===== src/design/sbusrp_pkg.sv =====
package sbusrp_pkg;

  localparam int FRAME_DEPTH = 25;
  localparam int POS_W       = 5;
  localparam int IDX_W       = 5;
  localparam int CHAN_W      = 11;
  localparam int ACC_W       = 18;
  localparam int CNT_W       = 5;
  localparam int CFG_IDX_W   = 2;
  localparam int CFG_DATA_W  = 32;

  typedef logic [7:0]            byte_t;
  typedef logic [POS_W-1:0]      pos_t;
  typedef logic [IDX_W-1:0]      idx_t;
  typedef logic [CHAN_W-1:0]     chan_t;
  typedef logic [3:0]            rf_t;
  typedef logic [CFG_IDX_W-1:0]  cfg_idx_t;
  typedef logic [CFG_DATA_W-1:0] cfg_data_t;

  localparam byte_t START_BYTE = 8'h0F;
  localparam byte_t END_BYTE   = 8'h00;

  // Frame positions.
  localparam pos_t SW_FIRST_POS = 5'd12;
  localparam pos_t FLAG_POS     = 5'd23;
  localparam pos_t LAST_POS     = 5'd24;

  // Packet positions.
  localparam idx_t CHAN_LAST_IDX = 5'd10;
  localparam idx_t SW_IDX        = 5'd11;
  localparam idx_t FLAG_IDX      = 5'd12;
  localparam idx_t TAG_IDX       = 5'd13;
  localparam idx_t LAST_IDX      = 5'd17;

  // Configuration register indexes.
  localparam cfg_idx_t CFG_SWITCH_THRESHOLD = 2'd0;
  localparam cfg_idx_t CFG_RF_CHANNEL       = 2'd1;
  localparam cfg_idx_t CFG_LINK_TAG         = 2'd2;

  localparam chan_t     THRESHOLD_RESET = 11'd905;
  localparam rf_t       RF_RESET        = 4'd0;
  localparam cfg_data_t TAG_RESET       = 32'h4F4C4548;

  typedef struct packed {
    logic clear;
    logic push;
  } acc_ctl_t;

endpackage


===== src/design/sbusrp_switch_acc.sv =====
module sbusrp_switch_acc (
  input  logic                clk,
  input  logic                rst,
  input  sbusrp_pkg::acc_ctl_t ctl,
  input  sbusrp_pkg::byte_t   data,
  input  sbusrp_pkg::chan_t   threshold,
  output sbusrp_pkg::byte_t   sw_byte
);
  import sbusrp_pkg::*;

  localparam logic [CNT_W-1:0] BYTE_BITS = CNT_W'(8);
  localparam logic [CNT_W-1:0] CHAN_BITS = CNT_W'(CHAN_W);

  logic [ACC_W-1:0] acc;
  logic [CNT_W-1:0] count;
  logic [2:0]       chan;
  byte_t            sw;
  logic [ACC_W-1:0] sum;
  logic [CNT_W-1:0] total;
  logic             take;

  // Frame bytes enter at the top of the bit window; a channel leaves from
  // the bottom as soon as eleven bits are present.
  always_comb begin
    sum   = acc | (ACC_W'(data) << count);
    total = count + BYTE_BITS;
    take  = (total >= CHAN_BITS);
  end

  always_ff @(posedge clk) begin
    if (rst || ctl.clear) begin
      acc   <= '0;
      count <= '0;
      chan  <= '0;
      sw    <= '0;
    end else if (ctl.push) begin
      if (take) begin
        if (sum[CHAN_W-1:0] > threshold) begin
          sw[chan] <= 1'b1;
        end
        acc   <= sum >> CHAN_W;
        count <= total - CHAN_BITS;
        chan  <= chan + 3'd1;
      end else begin
        acc   <= sum;
        count <= total;
      end
    end
  end

  assign sw_byte = sw;

endmodule


===== src/design/sbus_frame_to_radio_packet_top.sv =====
// Channel   Handshake              Payload
// input     in_valid / in_stall    rx_byte
// output    out_valid / out_stall  pkt_byte, pkt_index, pkt_last
// config    cfg_valid / cfg_ready  cfg_index, cfg_data
//
// A byte that does not complete a frame is taken without holding off input.
// A completed frame holds off input while it is scanned and drained: 12 memory
// reads scan the switch channels, then each of packet bytes 0 to 10 takes a read
// and a transfer, and bytes 11 to 17 come from registers at one per cycle.
// Stalls on the output lengthen the drain cycle for cycle; cfg_ready is always high.
// Reset (rst, synchronous) returns the frame search to the start byte.
module sbus_frame_to_radio_packet_top (
  input  logic                  clk,
  input  logic                  rst,
  input  logic                  in_valid,
  output logic                  in_stall,
  input  sbusrp_pkg::byte_t     rx_byte,
  output logic                  out_valid,
  input  logic                  out_stall,
  output sbusrp_pkg::byte_t     pkt_byte,
  output sbusrp_pkg::idx_t      pkt_index,
  output logic                  pkt_last,
  input  logic                  cfg_valid,
  output logic                  cfg_ready,
  input  sbusrp_pkg::cfg_idx_t  cfg_index,
  input  sbusrp_pkg::cfg_data_t cfg_data
);
  import sbusrp_pkg::*;

  localparam logic [1:0] ST_IDLE     = 2'd0;
  localparam logic [1:0] ST_SCAN     = 2'd1;
  localparam logic [1:0] ST_EMIT_MEM = 2'd2;
  localparam logic [1:0] ST_EMIT_REG = 2'd3;

  logic [1:0] state;
  pos_t       position;
  pos_t       scan_addr;
  idx_t       emit_idx;
  logic       scan_land;
  logic       scan_land_last;
  logic       rd_pend;
  logic [1:0] flags;
  chan_t      threshold;
  rf_t        rf_channel;
  cfg_data_t  link_tag;

  byte_t      frame_mem [FRAME_DEPTH];
  byte_t      rd_data;

  logic       in_xfer;
  logic       out_free;
  logic       out_load;
  logic       frame_done;
  logic       scan_issue;
  logic       emit_issue;
  logic       rd_en;
  pos_t       rd_addr;
  byte_t      reg_byte;
  logic [1:0] tag_sel;
  acc_ctl_t   acc_ctl;
  byte_t      sw_byte;

  assign cfg_ready = 1'b1;
  assign in_stall  = (state != ST_IDLE);
  assign in_xfer   = in_valid && !in_stall;
  assign out_free  = !out_valid || !out_stall;
  assign out_load  = ((state == ST_EMIT_MEM) && rd_pend) ||
                     ((state == ST_EMIT_REG) && out_free);
  assign frame_done = in_xfer && (position == LAST_POS) && (rx_byte == END_BYTE);

  assign scan_issue = (state == ST_SCAN) && (scan_addr <= FLAG_POS);
  assign emit_issue = (state == ST_EMIT_MEM) && !rd_pend && out_free;
  assign rd_en      = scan_issue || emit_issue;
  assign rd_addr    = scan_issue ? scan_addr : pos_t'(emit_idx + IDX_W'(1));

  assign acc_ctl.clear = frame_done;
  assign acc_ctl.push  = scan_land;

  sbusrp_switch_acc u_switch_acc (
    .clk       (clk),
    .rst       (rst),
    .ctl       (acc_ctl),
    .data      (rd_data),
    .threshold (threshold),
    .sw_byte   (sw_byte)
  );

  always_ff @(posedge clk) begin
    if (in_xfer) begin
      frame_mem[position] <= rx_byte;
    end
    if (rd_en) begin
      rd_data <= frame_mem[rd_addr];
    end
  end

  always_comb begin
    tag_sel  = 2'(emit_idx - TAG_IDX);
    reg_byte = '0;
    if (emit_idx == SW_IDX) begin
      reg_byte = sw_byte;
    end else if (emit_idx == FLAG_IDX) begin
      reg_byte = {rf_channel, 2'b00, flags};
    end else if ((emit_idx >= TAG_IDX) && (emit_idx < LAST_IDX)) begin
      case (tag_sel)
        2'd0:    reg_byte = link_tag[7:0];
        2'd1:    reg_byte = link_tag[15:8];
        2'd2:    reg_byte = link_tag[23:16];
        2'd3:    reg_byte = link_tag[31:24];
        default: reg_byte = '0;
      endcase
    end
  end

  always_ff @(posedge clk) begin
    if (rst) begin
      threshold  <= THRESHOLD_RESET;
      rf_channel <= RF_RESET;
      link_tag   <= TAG_RESET;
    end else if (cfg_valid && cfg_ready) begin
      case (cfg_index)
        CFG_SWITCH_THRESHOLD: threshold  <= cfg_data[CHAN_W-1:0];
        CFG_RF_CHANNEL:       rf_channel <= cfg_data[3:0];
        CFG_LINK_TAG:         link_tag   <= cfg_data;
        default:              ;
      endcase
    end
  end

  // Payload registers of the output stage, and the flag bits captured during the scan.
  always_ff @(posedge clk) begin
    if (emit_issue) begin
      pkt_index <= emit_idx;
      pkt_last  <= 1'b0;
    end
    if (rd_pend) begin
      pkt_byte <= rd_data;
    end
    if (state == ST_SCAN && scan_land_last) begin
      flags <= rd_data[1:0];
    end
    if (state == ST_EMIT_REG && out_free) begin
      pkt_byte  <= reg_byte;
      pkt_index <= emit_idx;
      pkt_last  <= (emit_idx == LAST_IDX);
    end
  end

  always_ff @(posedge clk) begin
    if (rst) begin
      state          <= ST_IDLE;
      position       <= '0;
      scan_addr      <= '0;
      emit_idx       <= '0;
      scan_land      <= 1'b0;
      scan_land_last <= 1'b0;
      rd_pend        <= 1'b0;
      out_valid      <= 1'b0;
    end else begin
      scan_land      <= scan_issue;
      scan_land_last <= scan_issue && (scan_addr == FLAG_POS);
      if (out_load) begin
        out_valid <= 1'b1;
      end else if (out_valid && !out_stall) begin
        out_valid <= 1'b0;
      end

      case (state)
        ST_IDLE: begin
          if (in_xfer) begin
            if (position == '0) begin
              if (rx_byte == START_BYTE) begin
                position <= pos_t'(1);
              end
            end else if (position == LAST_POS) begin
              position <= '0;
              if (frame_done) begin
                state     <= ST_SCAN;
                scan_addr <= SW_FIRST_POS;
              end
            end else begin
              position <= position + pos_t'(1);
            end
          end
        end
        ST_SCAN: begin
          if (scan_issue) begin
            scan_addr <= scan_addr + pos_t'(1);
          end
          if (scan_land_last) begin
            state    <= ST_EMIT_MEM;
            emit_idx <= '0;
          end
        end
        ST_EMIT_MEM: begin
          // One byte in flight: the read lands straight into the empty output stage.
          if (emit_issue) begin
            rd_pend  <= 1'b1;
            emit_idx <= emit_idx + idx_t'(1);
          end
          if (rd_pend) begin
            rd_pend <= 1'b0;
            if (pkt_index == CHAN_LAST_IDX) begin
              state <= ST_EMIT_REG;
            end
          end
        end
        ST_EMIT_REG: begin
          if (out_free) begin
            if (emit_idx == LAST_IDX) begin
              state <= ST_IDLE;
            end else begin
              emit_idx <= emit_idx + idx_t'(1);
            end
          end
        end
        default: state <= ST_IDLE;
      endcase
    end
  end

endmodule


===== config.mk =====
export PLATFORM = sky130hd
export DESIGN_NAME = sbus_frame_to_radio_packet_top
export DESIGN_NICKNAME = d
export VERILOG_FILES = /design/src/design/sbusrp_pkg.sv /design/src/design/sbusrp_switch_acc.sv /design/src/design/sbus_frame_to_radio_packet_top.sv
export SDC_FILE = /design/constraint.sdc
export NUM_CORES = 1
export LEC_CHECK = 0
export BUFFER_PORTS_ARGS = -buffer_cell sky130_fd_sc_hd__buf_2
export CORE_MARGIN = 2
export CORE_UTILIZATION = 45
export DETAILED_ROUTE_END_ITERATION = 12
export MAX_ROUTING_LAYER = met4
export RECOVER_POWER = 50
export SLEW_MARGIN = 20
export SYNTH_ARGS = -nofsm -noshare
export SYNTH_HDL_FRONTEND = slang
export SYNTH_SLANG_ARGS = --single-unit

===== constraint.sdc =====
create_clock -name clk -period 3.58 [get_ports clk]
set_input_delay 0.895 -clock clk [delete_from_list [all_inputs] [get_ports clk]]
set_output_delay 0.895 -clock clk [all_outputs]
set_load 0.03 [all_outputs]

==> flow_metrics.env, run 1 <==
export IMPL_cts_hold_buffers_added=0
export IMPL_dp_hpwl_um=24270
export IMPL_area_delta_synth_final_pct=13.55
export IMPL_min_period_ns=3.199
export IMPL_grt_pass1_wl_um=56860
export IMPL_fin_crit_sh_pct=89.35
export IMPL_drt_first_pass_iters=6
export IMPL_fin_nets=1461
export IMPL_die_h_um=183.2
export IMPL_wirelength_um=36600
export IMPL_cts_buffer_depth=3
export IMPL_max_slew_margin_pct=-61.40
export IMPL_die_x_um=183.2
export IMPL_synth_top_area_share_pct=46.54
export IMPL_track_usage_pct=22.53
export IMPL_synthCells=1308
export IMPL_peakVddDrop_mv=0.4868
export IMPL_crit_required_ns=3.99
export IMPL_h_tree_depth=2
export IMPL_p_leak_nw=5.844
export IMPL_arrival_ns=3.61
export IMPL_grt_setup_unrepaired="no"
export IMPL_critPathKind="reg -> reg"
export IMPL_final_layout_size_suffix_gt1_share_pct=13.45
export IMPL_viasPerCell=5.704
export IMPL_startpoint_type="flip-flop"
export IMPL_synth_nets=1384
export IMPL_core_um2=31560
export IMPL_synth_adder_area_share_pct=2.511
export IMPL_p_per_area_nw_per_um2=723.2
export IMPL_hold_path_class="reg -> reg"
export IMPL_worst_slew_pin_slew_ns=2.421
export IMPL_port_buffers=62
export IMPL_netlist_area_um2=14450
export IMPL_worstPathMaxFanout=13
export IMPL_antenna_left=0
export IMPL_synth_top_family_by_area="simple AND/OR/NAND/NOR gates"
export IMPL_ys_ff_latch=326
export IMPL_end_kind="flip-flop"
export IMPL_slew_violations=85
export IMPL_max_freq_mhz=312.6
export IMPL_gp_congestion=0.8756
export IMPL_drtIter0Drc=806
export IMPL_synth_common_cells="nand2_1, edfxtp_1, a21oi_1"
export IMPL_synth_edff_count=224
export IMPL_cts_buffers=36
export IMPL_dp_cells=1749
export IMPL_grt_pass1_vias=9917
export IMPL_finalPower_mw=11.87
export IMPL_synth_area_top_cells="edfxtp_1, dfxtp_1, nand2_1"
export IMPL_grt_ovfl_total=0
export IMPL_post_drt_wl_per_cell_um=20.16
export IMPL_final_area_um2=16410
export IMPL_avgSynthCellArea_um2=11.05
export IMPL_grt_max_degree=64
export IMPL_cts_tree="done"
export IMPL_via_count=10350
export IMPL_clock_sinks=326
export IMPL_synthXorXnorAreaFrac_pct=0.7878
export IMPL_final_instance_count_excl_fill=1815
export IMPL_ys_seq_area_share_pct=60.67
export IMPL_cts_resized_gates=0
export IMPL_tns_ns=0
export IMPL_yosysMostFrequentCell="nand2_1"
export IMPL_yosys_area_share_simple_pct=16.41
export IMPL_outcome="finished with violations"
export IMPL_postSynth_asyncResetShare_pct=0
export IMPL_postCtsSetupBuffers=0
export IMPL_violations="max-capacitance violations, max-slew violations"
export IMPL_clkTransAtPathRegs_ns=0.06
export IMPL_ys_flop_type="edfxtp_1"
export IMPL_ff2ff_setup_slack_ns=0.38
export IMPL_clock_root_buffer="clkbuf_16"
export IMPL_cap_violations=2
export IMPL_synth_cell_type_count=86
export IMPL_synth_largest_area_cell="edfxtp_1"
export IMPL_start_util_pct=45.80
export IMPL_clock_latency_ns=0.53
export IMPL_synth_compound_area_share_pct=13.59
export IMPL_placed_cell_area_um2=15270
export IMPL_rows=65
export IMPL_drt_drc_violations_left=0
export IMPL_antenna_found_initial=0
export IMPL_die_area_um2=33570
export IMPL_yosysWarnings=0
export IMPL_synth_mux_area_share_pct=2.398
export IMPL_hold_viol=0
export IMPL_setup_violations=0
export IMPL_antenna_cells=0
export IMPL_clock_skew_final_ns=0.02277
export IMPL_ios=64
## flip-flops by register name, summed over array words and instances, names as in the netlist, 2 cells and up
| register | count |
|---|---|
| rf_channel | 4 |
| u_switch_acc.sw_byte | 8 |
| u_switch_acc.count | 5 |
| state | 2 |
| flags | 2 |
| emit_idx | 5 |
| scan_addr | 5 |
| frame_mem | 200 |
| threshold | 11 |
| rd_data | 8 |
| link_tag | 32 |
| position | 5 |
| u_switch_acc.acc | 18 |
| pkt_byte | 8 |
| pkt_index | 5 |
| u_switch_acc.chan | 3 |
## worst paths after layout
path,end,from,depth (start not counted)
hold / removal,link_tag[15]$_SDFFE_PP0P_,link_tag[15]$_SDFFE_PP0P_,2
setup reg to reg,u_switch_acc.sw_byte[1]$_SDFFE_PP0P_,u_switch_acc.count[1]$_SDFFE_PP0P_,14
hold reg to reg,link_tag[15]$_SDFFE_PP0P_,link_tag[15]$_SDFFE_PP0P_,2
setup / recovery,u_switch_acc.sw_byte[1]$_SDFFE_PP0P_,u_switch_acc.count[1]$_SDFFE_PP0P_,14
## power breakdown
part           internal (mW)  switching (mW)  total (mW)
combinational           1.30            2.44        3.73
sequential              4.26           0.148        4.41
clock                   2.22            1.50        3.73
total                   7.78            4.09        11.9
## layout by cell type (no fill, tap or decap), drive strengths merged, types with 4 or more instances in the layout
cell / n
o21a: 6
a21oi: 114
nand2b: 12
xor2: 8
a21o: 7
clkinvlp: 4
nor3b: 5
or3: 4
xnor2: 5
nor3: 16
clkbuf: 61
clkinv: 19
a211oi: 22
inv: 33
nand4: 6
nor4: 10
nand3b: 20
a222oi: 13
mux2i: 24
and2: 5
a211o: 6
a21boi: 7
bufinv: 4
o41ai: 5
or2: 4
dfxtp: 102
buf: 91
nor2b: 7
o221ai: 7
o21ai: 50
a22oi: 26
o22ai: 8
nand3: 50
edfxtp: 224
and3: 21
ha: 29
nand2: 242
mux2: 6
nor2: 94
## worst max-delay path, cell delays in order (launching register included)
cell and delay (ns):
dfxtp_1 0.64, mux2i_1 0.30, o21ai_0 0.17, a21oi_1 0.19
a2bb2oi_1 0.18, nor2_1 0.07, or2_2 0.30, ha_1 0.31
nand2_1 0.08, nand4_1 0.10, o41ai_1 0.08, nor3_1 0.16
o21ai_1 0.09, buf_4 0.17, o41ai_1 0.26
## metrics by stage
step                      setup slack [ns]  utilization [%]  hold WS (ns)
after CTS                           0.4201            52.18        0.4574
final                               0.3813            52.01        0.4562
after floorplan                     0.7945                -        0.4029
after global routing                0.1496            52.01        0.4726
after global placement              0.5125            48.38        0.4428
after detailed placement            0.3964            48.38        0.4484
## layout make-up
cell class | instances | area, um2
fillers | 2809 | 15140
multi-input cells | 875 | 5164
clock buffers | 40 | 958.4
clock inverters | 26 | 240.2
flip-flops and latches | 326 | 8768
well taps | 402 | 503.0
repair buffers | 112 | 649.4
inverters | 34 | 127.6
## kinds of logic after synthesis
logic type | Yosys count
flops | 326
buf+inv | 107
other cells | 1
fa+ha+maj | 29
xor+xnor | 13
simple gates | 506
mux | 31
compound gates | 295
## layer usage
layer	part of all wire [%]	routed length [um]	global-route usage (%)	up-vias
li1	-	-	-	4932
met5	0	0	-	-
met1	44	16230	29.19	5080
met4	2.8	1018	7.200	0
met3	4.3	1572	2.899	74
met2	49	17780	37.05	267
(Power assumes the default switching activity.)
==> run 2: changes to the inputs <==
--- a/config.mk
+++ b/config.mk
@@ -7,9 +7,10 @@
 export LEC_CHECK = 0
 export BUFFER_PORTS_ARGS = -buffer_cell sky130_fd_sc_hd__buf_2
 export CORE_MARGIN = 2
-export CORE_UTILIZATION = 45
+export CORE_UTILIZATION = 62
 export DETAILED_ROUTE_END_ITERATION = 12
 export MAX_ROUTING_LAYER = met4
+export PLACE_DENSITY = 0.8
 export RECOVER_POWER = 50
 export SLEW_MARGIN = 20
 export SYNTH_ARGS = -nofsm -noshare
==> run 2 against run 1 <==
The flow still finishes with violations (max-capacitance violations, max-slew violations). Register-to-register slack better by 0.02 ns. Final cell count down 6.3%. Critical path depth decreased by 4. Routed wire length fell by 5.2%. Die area fell by 27%. Fmax shrank 2.8%. First-iteration DRC count grew 17%. Flip-flop and latch count stayed put. Via count up 0.40%. Clock skew is 0.0062 ns lower. Combinational power shrank 2%.
==> flow_metrics.env, run 2 (synthesized netlist as in run 1, its figures left out) <==
export IMPL_hold_path_class="reg -> reg"
export IMPL_clock_root_buffer="clkbuf_16"
export IMPL_track_usage_pct=29.40
export IMPL_violations="max-capacitance violations, max-slew violations"
export IMPL_setup_violations=0
export IMPL_final_layout_size_suffix_gt1_share_pct=11.97
export IMPL_ff2ff_setup_slack_ns=0.40
export IMPL_grt_ovfl_total=0
export IMPL_grt_pass1_wl_um=53840
export IMPL_grt_setup_unrepaired="no"
export IMPL_area_delta_synth_final_pct=11.10
export IMPL_crit_end="u_switch_acc.sw_byte[1]$_SDFFE_PP0P_"
export IMPL_critPathKind="in -> reg"
export IMPL_crit_required_ns=3.99
export IMPL_port_buffers=62
export IMPL_max_slew_margin_pct=-68.73
export IMPL_largest_register="frame_mem"
export IMPL_max_freq_mhz=303.8
export IMPL_die_area_um2=24550
export IMPL_startpoint_type="input pin"
export IMPL_final_instance_count_excl_fill=1700
export IMPL_p_per_area_nw_per_um2=720.5
export IMPL_cts_tree="done"
export IMPL_fin_crit_sh_pct=91.94
export IMPL_peakVddDrop_mv=0.5228
export IMPL_worst_slew_pin_slew_ns=2.531
export IMPL_clock_latency_ns=0.52
export IMPL_crit_start="rx_byte[5]"
export IMPL_drtIter0Drc=944
export IMPL_clkTransAtPathRegs_ns=0.06
export IMPL_largest_register_ffs=200
export IMPL_cts_resized_gates=0
export IMPL_clock_sinks=326
export IMPL_layout_commonest_cell="nand2_1"
export IMPL_rows=55
export IMPL_grtUsageMet2_pct=49.80
export IMPL_end_kind="flip-flop"
export IMPL_die_x_um=156.7
export IMPL_hold_viol=0
export IMPL_via_count=10390
export IMPL_reg2reg_depth=9
export IMPL_grt_max_degree=61
export IMPL_fin_nets=1438
export IMPL_worstPathMaxFanout=26
export IMPL_min_period_ns=3.291
export IMPL_gp_congestion=0.9593
export IMPL_fill_cells=1611
export IMPL_ios=64
export IMPL_antenna_cells=0
export IMPL_arrival_ns=3.70
export IMPL_multiInputGateArea_um2=5156
export IMPL_cts_hold_buffers_added=0
export IMPL_antenna_found_initial=0
export IMPL_drt_drc_violations_left=0
export IMPL_dp_cells=1639
export IMPL_p_leak_nw=5.714
export IMPL_rr_startpoint="scan_addr[0]$_SDFFE_PP0P_"
export IMPL_grt_busiest_layer="met2"
export IMPL_core_um2=22780
export IMPL_top_regs="frame_mem x200, link_tag x32, u_switch_acc.acc x18"
export IMPL_cts_buffer_depth=3
export IMPL_outcome="finished with violations"
export IMPL_postCtsSetupBuffers=0
export IMPL_cap_violations=1
export IMPL_register_area_um2=8770
export IMPL_grtUsageMet1_pct=36.82
export IMPL_start_util_pct=63.45
export IMPL_viasPerCell=6.114
export IMPL_post_drt_wl_per_cell_um=20.40
export IMPL_cts_buffers=34
export IMPL_grt_met3_usage_pct=3.462
export IMPL_h_tree_depth=2
export IMPL_clock_skew_final_ns=0.01655
export IMPL_drt_first_pass_iters=7
export IMPL_slew_violations=61
export IMPL_die_h_um=156.7
export IMPL_dp_hpwl_um=22560
export IMPL_antenna_left=0
export IMPL_tns_ns=0
export IMPL_wirelength_um=34680
export IMPL_r2r_end="rd_data[0]$_DFFE_PP_"
export IMPL_grt_pass1_vias=9909
export IMPL_mostFrequentLayoutCells="nand2_1, edfxtp_1, a21oi_1"
run 2: layer usage:
| layer | routed length [um] | part of all wire [%] |
|---|---|---|
| met5 | 0 | 0 |
| met4 | 1159 | 3.3 |
| met3 | 2282 | 6.6 |
| met2 | 17320 | 50 |
| met1 | 13920 | 40 |
run 2: final cells by class:
| type | count | area share [%] |
|---|---|---|
| Multi-Input combinational cell | 875 | 32.11 |
| Clock inverter | 15 | 1.005 |
| Clock buffer | 46 | 5.837 |
| Inverter | 34 | 0.7948 |
| Sequential cell | 326 | 54.62 |
| Timing Repair Buffer | 91 | 3.195 |
| Tap cell | 313 | 2.439 |
run 2: how the worst min path moves through the flow:
stage               slack [ns]                       from  cells past startpoint                         to
floorplan                 0.40   emit_idx[2]$_SDFFE_PP0P_                      0     pkt_index[2]$_DFFE_PP_
CTS                       0.46  link_tag[12]$_SDFFE_PP0P_                      2  link_tag[12]$_SDFFE_PP0P_
detailed placement        0.45  link_tag[12]$_SDFFE_PP0P_                      2  link_tag[12]$_SDFFE_PP0P_
global placement          0.44   link_tag[1]$_SDFFE_PP0P_                      2   link_tag[1]$_SDFFE_PP0P_
global route              0.47   link_tag[5]$_SDFFE_PP0P_                      2   link_tag[5]$_SDFFE_PP0P_
finish                    0.46  link_tag[13]$_SDFFE_PP0P_                      2  link_tag[13]$_SDFFE_PP0P_
run 2: critical path: stages:
cell and delay [ns]:
clkbuf_1 0.98, nor4_1 0.17, buf_4 0.20, nand4_1 0.09, buf_4 0.16, nor2b_1 0.37, o21ai_0 0.15, nor3_1 0.15
o21ai_1 0.23, o41ai_1 0.29
run 2: power by group:
part	switching, mW	leakage, nW	internal (mW)	total (mW)
Clock	1.42	0.534	2.06	3.49
Sequential	0.155	2.85	4.26	4.41
Combinational	2.41	2.33	1.26	3.67
Total	3.99	5.71	7.58	11.6
run 2: per-stage QoR:
step	cell area (um2)	util (%)	setup WS, ns	power [mW]	hold slack (ns)
finish	16060	70.49	0.2886	11.57	0.4561
floorplan	14450	-	0.7945	7.119	0.4029
global placement	15010	65.89	0.4324	8.056	0.4433
detailed placement	15010	65.89	0.3073	8.103	0.4485
CTS	16110	70.72	0.2954	11.58	0.4566
global route	16060	70.49	0.05266	12.07	0.4740
==> run 3: changes to the inputs <==
--- a/config.mk
+++ b/config.mk
@@ -7,10 +7,11 @@
 export LEC_CHECK = 0
 export BUFFER_PORTS_ARGS = -buffer_cell sky130_fd_sc_hd__buf_2
 export CORE_MARGIN = 2
-export CORE_UTILIZATION = 62
+export CORE_UTILIZATION = 64
+export CTS_BUF_LIST = sky130_fd_sc_hd__clkbuf_4
 export DETAILED_ROUTE_END_ITERATION = 12
 export MAX_ROUTING_LAYER = met4
-export PLACE_DENSITY = 0.8
+export PLACE_DENSITY = 0.82
 export RECOVER_POWER = 50
 export SLEW_MARGIN = 20
 export SYNTH_ARGS = -nofsm -noshare
==> run 3 against run 2 <==
The flow now finishes without violations. Utilization up 2.6 points. Die area decreased by 3.0%. Sequential share of layout area decreased by 0.14 points. First-iteration DRC count up 8.8%. Worst setup slack better by 0.010 ns. Sequential power hardly changed. Fmax up 0.32%. Critical endpoint is now u_switch_acc.sw_byte[0]$_SDFFE_PP0P_. Highest routed layer unchanged.
==> flow_metrics.env, run 3 (synthesized netlist as in run 1, its figures left out) <==
export IMPL_cap_violations=0
export IMPL_slew_violations=0
export IMPL_arrival_ns=3.83
export IMPL_mostFrequentLayoutCells="nand2_1, edfxtp_1, clkbuf_4"
export IMPL_hp_start="cfg_data[27]"
export IMPL_drtIter0Drc=1027
export IMPL_end_kind="flip-flop"
export IMPL_crit_required_ns=4.13
export IMPL_max_freq_mhz=304.8
export IMPL_grtUsageMet2_pct=50.40
export IMPL_grt_ovfl_total=0
export IMPL_setup_violations=0
export IMPL_clkTransAtPathRegs_ns=0.07
export IMPL_via_count=10700
export IMPL_rows=54
export IMPL_drt_first_pass_iters=8
export IMPL_slowest_delay_ns=0.55
export IMPL_hold_path_class="in -> reg"
export IMPL_max_slew_margin_pct=4.523
export IMPL_dp_hpwl_um=22800
export IMPL_cpMaxStageDelayCell="dfxtp_1"
export IMPL_die_h_um=154.3
export IMPL_layout_commonest_cell="nand2_1"
export IMPL_fin_nets=1494
export IMPL_critPathKind="reg -> reg"
export IMPL_drt_drc_violations_left=0
export IMPL_tns_ns=0
export IMPL_ios=64
export IMPL_cp_cell_sequence="buf_4, mux2i_1, mux2i_1, mux2_2, a21oi_1, inv_1, ha_1, nand2_1, o41ai_1, nor3_1, o21ai_1, o21ai_0"
export IMPL_wirelength_um=34530
export IMPL_gp_congestion=0.9069
export IMPL_grt_pass1_wl_um=54500
export IMPL_core_um2=22030
export IMPL_start_util_pct=65.62
export IMPL_cts_buffers=81
export IMPL_final_layout_size_suffix_gt1_share_pct=18.17
export IMPL_die_area_um2=23800
export IMPL_peakVddDrop_mv=0.5676
export IMPL_p_per_area_nw_per_um2=706.5
export IMPL_post_drt_wl_per_cell_um=19.54
export IMPL_min_path_cells=3
export IMPL_area_delta_synth_final_pct=11.37
export IMPL_clock_root_buffer="clkbuf_4"
export IMPL_grt_met3_usage_pct=4.987
export IMPL_cts_resized_gates=0
export IMPL_outcome="completed"
export IMPL_grt_max_degree=68
export IMPL_worstPathMaxFanout=11
export IMPL_top_regs="frame_mem x200, link_tag x32, u_switch_acc.acc x18"
export IMPL_clock_latency_ns=0.72
export IMPL_fill_cells=1509
export IMPL_grtUsageMet1_pct=37.45
export IMPL_grt_busiest_layer="met2"
export IMPL_cts_tree="done"
export IMPL_crit_start="u_switch_acc.count[1]$_SDFFE_PP0P_"
export IMPL_viasPerCell=6.057
export IMPL_cpMostUsedCell="mux2i_1"
export IMPL_h_tree_depth=3
export IMPL_startpoint_type="flip-flop"
export IMPL_clock_sinks=326
export IMPL_reg2reg_depth=12
export IMPL_antenna_found_initial=1
export IMPL_grt_setup_unrepaired="no"
export IMPL_rr_startpoint="u_switch_acc.count[1]$_SDFFE_PP0P_"
export IMPL_largest_register_ffs=200
export IMPL_antenna_left=0
export IMPL_largest_register="frame_mem"
export IMPL_track_usage_pct=30.19
export IMPL_clock_skew_final_ns=0.06580
export IMPL_p_leak_nw=5.894
export IMPL_min_period_ns=3.281
export IMPL_fin_crit_sh_pct=91.64
export IMPL_grt_pass1_vias=10400
export IMPL_port_buffers=62
export IMPL_die_x_um=154.3
export IMPL_worst_slew_pin_slew_ns=1.432
export IMPL_whs_ns=0.3949
export IMPL_postCtsSetupBuffers=0
export IMPL_cts_buffer_depth=3
export IMPL_cts_hold_buffers_added=0
export IMPL_hold_viol=0
==> run 3: changes by cell type in the layout (fill, tap and decap cells not counted), moves of 5 or more <==
cell,previous run,this run
buf_2,51,56
clkbuf_4,0,128
buf_4,20,26
clkinv_1,7,15
clkbuf_16,35,0
clkbuf_1,27,14
==> run 3: where the power goes <==
| group | switching, mW | total [mW] | internal (mW) |
|---|---|---|---|
| sequential | 0.149 | 4.40 | 4.26 |
| combinational | 2.42 | 3.77 | 1.34 |
| clock | 1.49 | 3.20 | 1.71 |
==> run 3: area by class of cell <==
class	instances	area, um2	share of cell area [%]
inverter	34	127.6	0.7929
antenna	1	2.502	0.01555
timing repair buffer	100	593.1	3.685
clock buffer	128	960.9	5.970
clock inverter	23	131.4	0.8162
sequential	326	8768	54.48
tap	280	350.3	2.177
multi-input combinational	875	5161	32.07
==> run 3: worst paths after layout <==
path | to | slack [ns]
worst max-delay path | u_switch_acc.sw_byte[0]$_SDFFE_PP0P_ | 0.30
worst min-delay path | link_tag[27]$_SDFFE_PP1P_ | 0.39
worst max register to register | u_switch_acc.sw_byte[0]$_SDFFE_PP0P_ | 0.30
worst min register to register | link_tag[15]$_SDFFE_PP0P_ | 0.46
==> run 3: layer usage <==
layer | up-vias | wire [um]
met5 | - | 0
met4 | 0 | 1151
li1 | 5056 | -
met1 | 5082 | 13670
met2 | 474 | 17220
met3 | 91 | 2491
==> run 3: per-stage QoR <==
step / cell area [um2] / std cells / util (%) / power [mW] / setup slack (ns)
CTS: 16140 / 1766 / 73.28 / 11.40 / 0.3534
detailed placement: 15050 / 1615 / 68.32 / 8.219 / 0.3014
finish: 16100 / 1767 / 73.07 / 11.37 / 0.2991
global placement: 15050 / 1615 / 68.32 / 8.113 / 0.3984
global route: 16100 / 1767 / 73.07 / 11.95 / 0.09175
floorplan: 14450 / 1308 / - / 7.119 / 0.7945
==> run 3: worst max-delay path, delay by kind of cell, from the launching register on <==
kind	cells	cell delay (ns)
AO/OA/AOI/OAI	4	1.10
multiplexers	3	0.72
flip-flops	1	0.55
buffers and inverters	2	0.32
adder cells (fa/ha/maj)	1	0.29
AND/OR/NAND/NOR	2	0.18
